### src/rtl/pms_pkg.sv
// Shared types and constants for the particle motion step block.
// Used by every module under rtl; depends on nothing else.
package pms_pkg;

  localparam int SLOT_W = 8;
  localparam int ADDR_W = 5;

  localparam logic CMD_CREATE = 1'b0;
  localparam logic CMD_STEP   = 1'b1;

  localparam logic [2:0] REG_SCALE_RATE    = 3'd0;
  localparam logic [2:0] REG_FRICTION_GAIN = 3'd1;
  localparam logic [2:0] REG_GRAVITY_ACCEL = 3'd2;
  localparam logic [2:0] REG_FRAME_RATE    = 3'd3;
  localparam logic [2:0] REG_FRAME_COUNT   = 3'd4;
  localparam logic [2:0] REG_START_ALPHA   = 3'd5;

  localparam logic [31:0] SCALE_RATE_RST    = 32'd0;
  localparam logic [15:0] FRICTION_GAIN_RST = 16'd32768;
  localparam logic [31:0] GRAVITY_ACCEL_RST = 32'd0;
  localparam logic [15:0] FRAME_RATE_RST    = 16'd256;
  localparam logic [7:0]  FRAME_COUNT_RST   = 8'd8;
  localparam logic [7:0]  START_ALPHA_RST   = 8'd255;

  localparam logic [15:0] TIMER_STEP   = 16'h0222;
  localparam logic [15:0] QUARTER_TURN = 16'h4000;
  localparam logic signed [26:0] WOBBLE_AMP = 27'sd59652324;

  localparam longint Q30_C1 = 64'sd1686629713;
  localparam longint Q30_C3 = 64'sd693598668;
  localparam longint Q30_C5 = 64'sd85569306;
  localparam longint Q30_C7 = 64'sd5026995;
  localparam longint Q30_C9 = 64'sd172272;

  typedef enum logic [1:0] {
    ST_IDLE,
    ST_MUL,
    ST_WOB,
    ST_WB
  } pms_state_t;

  typedef struct packed {
    logic signed [31:0] pos_x;
    logic signed [31:0] pos_y;
    logic signed [31:0] pos_z;
    logic signed [31:0] vel_x;
    logic signed [31:0] vel_y;
    logic signed [31:0] vel_z;
    logic signed [31:0] scale;
    logic [15:0]        angle;
    logic [15:0]        spin;
    logic [15:0]        frame;
    logic [15:0]        timer;
    logic [7:0]         alpha;
  } pms_entry_t;

  typedef struct packed {
    logic signed [31:0] scale_rate;
    logic [15:0]        friction_gain;
    logic signed [31:0] gravity_accel;
    logic [15:0]        frame_rate;
    logic [7:0]         frame_count;
    logic [7:0]         start_alpha;
  } pms_cfg_t;

endpackage

### src/rtl/pms_motion.sv
// Step update of one particle entry: friction products, saturating adds,
// frame hold and alpha fade. Depends on pms_pkg.
module pms_motion (
  input  logic                clk,
  input  pms_pkg::pms_cfg_t   cfg,
  input  pms_pkg::pms_entry_t cur,
  output pms_pkg::pms_entry_t nxt,
  output logic                alive
);

  function automatic logic signed [31:0] sat32(input logic signed [33:0] v);
    if (v > 34'sd2147483647) begin
      return 32'sh7FFFFFFF;
    end else if (v < -34'sd2147483648) begin
      return 32'sh80000000;
    end
    return v[31:0];
  endfunction

  function automatic logic signed [31:0] sat_add(input logic signed [31:0] a,
                                                 input logic signed [31:0] b);
    logic signed [33:0] s;
    s = 34'(a) + 34'(b);
    return sat32(s);
  endfunction

  function automatic logic signed [31:0] round_q15(input logic signed [48:0] p);
    logic signed [48:0] r;
    r = p + 49'sd16384;
    return sat32(r[48:15]);
  endfunction

  logic signed [16:0] gain;
  logic signed [48:0] prod_x;
  logic signed [48:0] prod_y;
  logic signed [48:0] prod_z;
  logic [16:0]        frame_sum;
  logic [15:0]        frame_sat;
  logic               fade;
  logic [7:0]         alpha_half;

  assign gain = $signed({1'b0, cfg.friction_gain});

  always_ff @(posedge clk) begin
    prod_x <= cur.vel_x * gain;
    prod_y <= cur.vel_y * gain;
    prod_z <= cur.vel_z * gain;
  end

  assign frame_sum  = 17'(cur.frame) + 17'(cfg.frame_rate);
  assign frame_sat  = frame_sum[16] ? 16'hFFFF : frame_sum[15:0];
  assign fade       = frame_sat[15:8] >= cfg.frame_count;
  assign alpha_half = {1'b0, cur.alpha[7:1]};

  always_comb begin
    nxt       = cur;
    nxt.pos_x = sat_add(cur.pos_x, cur.vel_x);
    nxt.pos_y = sat_add(cur.pos_y, cur.vel_y);
    nxt.pos_z = sat_add(cur.pos_z, cur.vel_z);
    nxt.vel_x = round_q15(prod_x);
    nxt.vel_y = sat_add(round_q15(prod_y), cfg.gravity_accel);
    nxt.vel_z = round_q15(prod_z);
    nxt.scale = sat_add(cur.scale, cfg.scale_rate);
    nxt.angle = cur.angle + cur.spin;
    nxt.timer = cur.timer + pms_pkg::TIMER_STEP;
    nxt.frame = frame_sat;
    alive     = 1'b1;
    if (fade) begin
      nxt.frame = (cfg.frame_count != 8'd0) ? {cfg.frame_count - 8'd1, 8'h00} : 16'h0000;
      nxt.alpha = alpha_half;
      alive     = alpha_half != 8'd0;
    end
  end

endmodule

### config.mk
export PLATFORM = sky130hd
export DESIGN_NAME = pms_motion
export DESIGN_NICKNAME = d
export VERILOG_FILES = /design/src/rtl/pms_pkg.sv /design/src/rtl/pms_motion.sv
export SDC_FILE = /design/constraint.sdc
export NUM_CORES = 2
export LEC_CHECK = 0
export BUFFER_PORTS_ARGS = -buffer_cell sky130_fd_sc_hd__buf_4
export CAP_MARGIN = 20
export CORE_ASPECT_RATIO = 0.6
export CORE_MARGIN = 3
export CORE_UTILIZATION = 45
export DETAILED_ROUTE_END_ITERATION = 7
export PLACE_DENSITY_LB_ADDON = 0.15
export SYNTH_ARGS = -nofsm -noshare
export SYNTH_HDL_FRONTEND = slang
export SYNTH_SLANG_ARGS = --single-unit
### constraint.sdc
create_clock -name clk -period 10.6 [get_ports clk]
set_clock_uncertainty 0.05 [all_clocks]
set_input_delay 0 -clock clk [delete_from_list [all_inputs] [get_ports clk]]
set_output_delay 0 -clock clk [all_outputs]
set_load 0.005 [all_outputs]
# Yosys cells after proc, flatten, opt, wreduce, memory -nomap -nowiden
# Cells that the tools add are included.
dict set report word_totals {
  reg_bits 147
  in_bits 409
  out_inout_bits 297
  elab_cells 82
}
dict set report classes {
  n_addsub 12
  n_mul 3
  magnitude_cmp 17
  n_mux 45
  n_reduce_logical 2
}
# cell count
set ops {}
lappend ops {{32-bit 2-to-1 mux} 24}
lappend ops {{32-bit by 32-bit adder with 33-bit output} 5}
lappend ops {{33-bit by 32-bit > comparator with 1-bit output, second input constant} 5}
lappend ops {{33-bit by 32-bit < comparator with 1-bit output, second input constant} 5}
lappend ops {{49-bit by 16-bit adder with 49-bit output, second input constant} 3}
lappend ops {{32-bit by 17-bit multiplier with 49-bit output} 3}
lappend ops {{34-bit by 32-bit > comparator with 1-bit output, second input constant} 3}
lappend ops {{34-bit by 32-bit < comparator with 1-bit output, second input constant} 3}
lappend ops {{16-bit 2-to-1 mux} 3}
lappend ops {{16-bit by 16-bit adder with 17-bit output} 1}
lappend ops {{1-bit 2-to-1 mux} 17}
lappend ops {{16-bit by 10-bit adder with 16-bit output, second input constant} 1}
lappend ops {{16-bit adder} 1}
lappend ops {{8-bit nonzero test} 2}
lappend ops {{8-bit greater-or-equal comparator} 1}
lappend ops {{8-bit 2-to-1 mux} 1}
lappend ops {{8-bit by 1-bit subtractor with 8-bit output, second input constant} 1}

# Depth between registers and ports, before layout
dict set report logic_depth {
  ltp_word 10
  ltp_mapped 26
}

# Worst setup path before layout
# OpenSTA, ideal clock, no wires.
dict set report synth_timing {
  path_kind {input port to flip-flop}
  startpoint {input port cfg[66] in the netlist's numbering}
  endpoint {register prod_x[41]}
  setup_time_ns 0.128
  arrival_time_ns 6.248
  t_required_ns 10.422
  path_slack_ns 4.174
  stages 24
  n_path_buf 3
  path_cell_list {clkbuf_1 clkbuf_1 clkbuf_1 nand2_1 fa_1 inv_1 fa_1 inv_1 fa_1 fa_1 fa_1 inv_1 fa_1 ha_1 a21o_1 a21o_1 a21o_1 a21o_1 a21oi_1 a31oi_1 or2_2 o41ai_1 o21bai_1 xor2_1}
}
dict set report synth_between {
  elab_chain_cells 1
}
# element line_no
set synth_lines {}
lappend synth_lines {{from (decl)} pms_motion.sv:5} ;# input pms_pkg::pms_cfg_t cfg,
lappend synth_lines {{32-bit by 17-bit multiplier with 49-bit output} pms_motion.sv:45} ;# prod_x <= cur.vel_x * gain;
lappend synth_lines {{to (signal assigned)} pms_motion.sv:45}
lappend synth_lines {{to (decl)} pms_motion.sv:34} ;# logic signed [48:0] prod_x;
# No other way between the ends.

# Final worst setup path
dict set report layout_timing {
  startpoint {input port cfg[72] in the netlist's numbering}
  endpoint {register prod_y[42]}
}
dict set report layout_between {
  elab_chain_cells 1
}
# element line_no
set layout_lines {}
lappend layout_lines {{32-bit by 17-bit multiplier with 49-bit output} pms_motion.sv:46} ;# prod_y <= cur.vel_y * gain;
lappend layout_lines {{to (signal assigned)} pms_motion.sv:46}
lappend layout_lines {{to (decl)} pms_motion.sv:35} ;# logic signed [48:0] prod_y;
# No other way between the ends.

==> impl_metrics.json <==
{
  "drive_gt1_share_pct": 9.361,
  "worst_setup_path_end_kind": "register",
  "drc": 0,
  "first_iter_violations": 4325,
  "avgSynthCellArea_um2": 8.443,
  "hold-worst-slack_ns": 0.1334,
  "syn_nets": 10470,
  "cts_max_level": 3,
  "grt_pass1_wl_mm": 341.5,
  "path_delay_family": "adder cells",
  "required_ns": 10.91,
  "worst_pin_slew_ns": 1.121,
  "fin_setup_tns_ns": 0,
  "grt_usage_pct": 28.20,
  "relSlewSlack_pct": 25.29,
  "root_buffer": "clkbuf_16",
  "synthToLayoutAreaGrowth_pct": 10.24,
  "outcome": "finished, final reports clean",
  "worstHoldStart": "cur[40]",
  "finalHoldViolCount": 0,
  "ys_ff_latch": 105,
  "clk_path_buf_depth": 2,
  "crit_fanout": 68,
  "cp_slowest_cell": "buf_4",
  "num-nets-final": 10850,
  "maxCapViolCount": 0,
  "netlist_area_mm2": 0.06793,
  "async_reset_ff_share_pct": 0,
  "dp_hpwl_mm": 175.2,
  "crit_type": "in -> reg",
  "cts_tree": "built",
  "drt_wl_total_mm": 217.5,
  "cp_common_cell": "fa_1",
  "min_period_ns": 7.573,
  "gr-total-overflow": 0,
  "synth_cells": 8045,
  "final_max_slew_viol_count": 0,
  "grt_max_degree": 92,
  "place.port_buffers": 695,
  "slowest_delay_ns": 0.78,
  "ys_warn_count": 0,
  "cts.sinks": 105,
  "synth_seq_area_share_pct": 3.095,
  "gp_congestion": 0.9501,
  "die_h_um": 306.9,
  "crit_arrival_ns": 7.88,
  "finalSetupViolations": 0,
  "cp-start-kind": "input pin",
  "grt_pass1_vias": 57930,
  "post_cts_resized": 0,
  "worstPathBufferInverterCount": 7,
  "hold_path_class": "in -> out",
  "ys_types": 76,
  "clk_pin_slew_ns": 0.08,
  "layout_commonest_cell": "inv_1",
  "die-area_mm2": 0.1558,
  "coreArea_mm2": 0.1485,
  "fill_cells": 14260,
  "die_w_um": 507.6,
  "vias_per_cell": 5.357,
  "startpoint": "cfg[72]",
  "antenna_found_initial": 10,
  "finalCritPeriodShare_pct": 71.44,
  "firstDrtPassIters": 6,
  "synth_edf_count": 0,
  "ys.flop_type": "dfxtp_1",
  "fmax_mhz": 132.1,
  "postRouteAntennaNets": 0,
  "start_util_pct": 45.74,
  "placementRows": 109,
  "vias": 55880,
  "cts_made_buffers": 9,
  "ioPinCount": 706,
  "rsz0062_at_grt": "false",
  "wl_per_cell_um": 20.85,
  "final_cell_mix": "inv_1 (1672), fa_1 (1468), nand2_1 (1155)"
}
-- cells in the mapped netlist (all sizes together), types with 8 or more instances --
cell type  count  area share (%)
or2           12            0.11
nor2b         46            0.42
dfxtp        105             3.1
o31ai         20            0.22
a311oi         9            0.12
a211oi        17            0.19
clkbuf       347             1.9
or3           14            0.13
nand2b        43            0.40
and2         602             5.5
a21oi        358             2.6
a2111oi        9            0.15
o21ai        254             1.9
a21o         179             2.0
nand4         42            0.39
and3          58            0.53
nand3        112            0.83
nor2         183             1.0
a41oi         12            0.17
a211o         13            0.17
o211ai        21            0.23
o41ai         11            0.17
o311ai         8            0.10
maj3          10            0.15
buf           24            0.25
a31oi         29            0.27
nand2       1155             6.4
and4          11            0.14
nor3          71            0.52
nor4          13            0.12
xor2         166             2.1
o21bai        41            0.45
xnor2        211             2.7
o21a          47            0.52
fa          1468              43
inv         1672             9.2
ha           549              10
-- registers in the layout, indices dropped and copies added (netlist names) --
| name | cells |
|---|---|
| prod_z | 35 |
| prod_y | 35 |
| prod_x | 35 |
-- cell type report --
type | instances | area [um2] | area share, %
multi-input combinational | 5896 | 58100 | 77.59
inverter | 1673 | 6280 | 8.386
timing repair buffer | 739 | 5583 | 7.455
tap | 1998 | 2500 | 3.338
sequential | 105 | 2102 | 2.807
clock buffer | 9 | 225.2 | 0.3008
clock inverter | 7 | 82.58 | 0.1103
antenna | 4 | 10.01 | 0.01337
-- logic make-up (layout without fill, tap and decap cells) --
family,count (synthesis),after routing,synth area share [%]
compound gates,1101,1101,10.20
xor+xnor,377,377,4.861
fa+ha+maj,2027,2027,53.52
buf+inv,2044,2428,11.41
flops,105,105,3.095
mux,9,9,0.1400
other cells,0,4,0
simple gates,2382,2382,16.77
-- routing by layer --
metal | up-vias | wire length [um] | GRT usage, %
met5 | - | 11 | 0
met4 | 2 | 3143 | 4.573
met3 | 160 | 19100 | 6.293
met2 | 2087 | 91630 | 40.97
met1 | 28270 | 103600 | 43.39
li1 | 25360 | - | -
-- repair_timing --
item | CTS | global route
hold buffers | 1 | 0
setup buffers | 0 | 0
hold endpoints to repair | 1 | 0
-- final timing paths --
path / end / slack [ns] / cells after the start
min: nxt[40] / 0.13 / 2
max: prod_y[42] / 3.03 / 25
-- per-stage QoR --
| stage | utilization [%] | setup slack, ns | instance area (um2) | instances |
|---|---|---|---|---|
| detailed placement | 50.18 | 2.751 | 74530 | 10410 |
| global route | 50.42 | 2.721 | 74880 | 10430 |
| floorplan | - | 4.174 | 67930 | 8045 |
| global placement | 50.18 | 2.819 | 74530 | 10410 |
| CTS | 50.39 | 3.233 | 74850 | 10430 |
| finish | 50.42 | 3.027 | 74880 | 10430 |
Power is left out: the tool's default activity adds up to more than one toggle a clock period on the data nets, which glitch-free logic cannot reach.
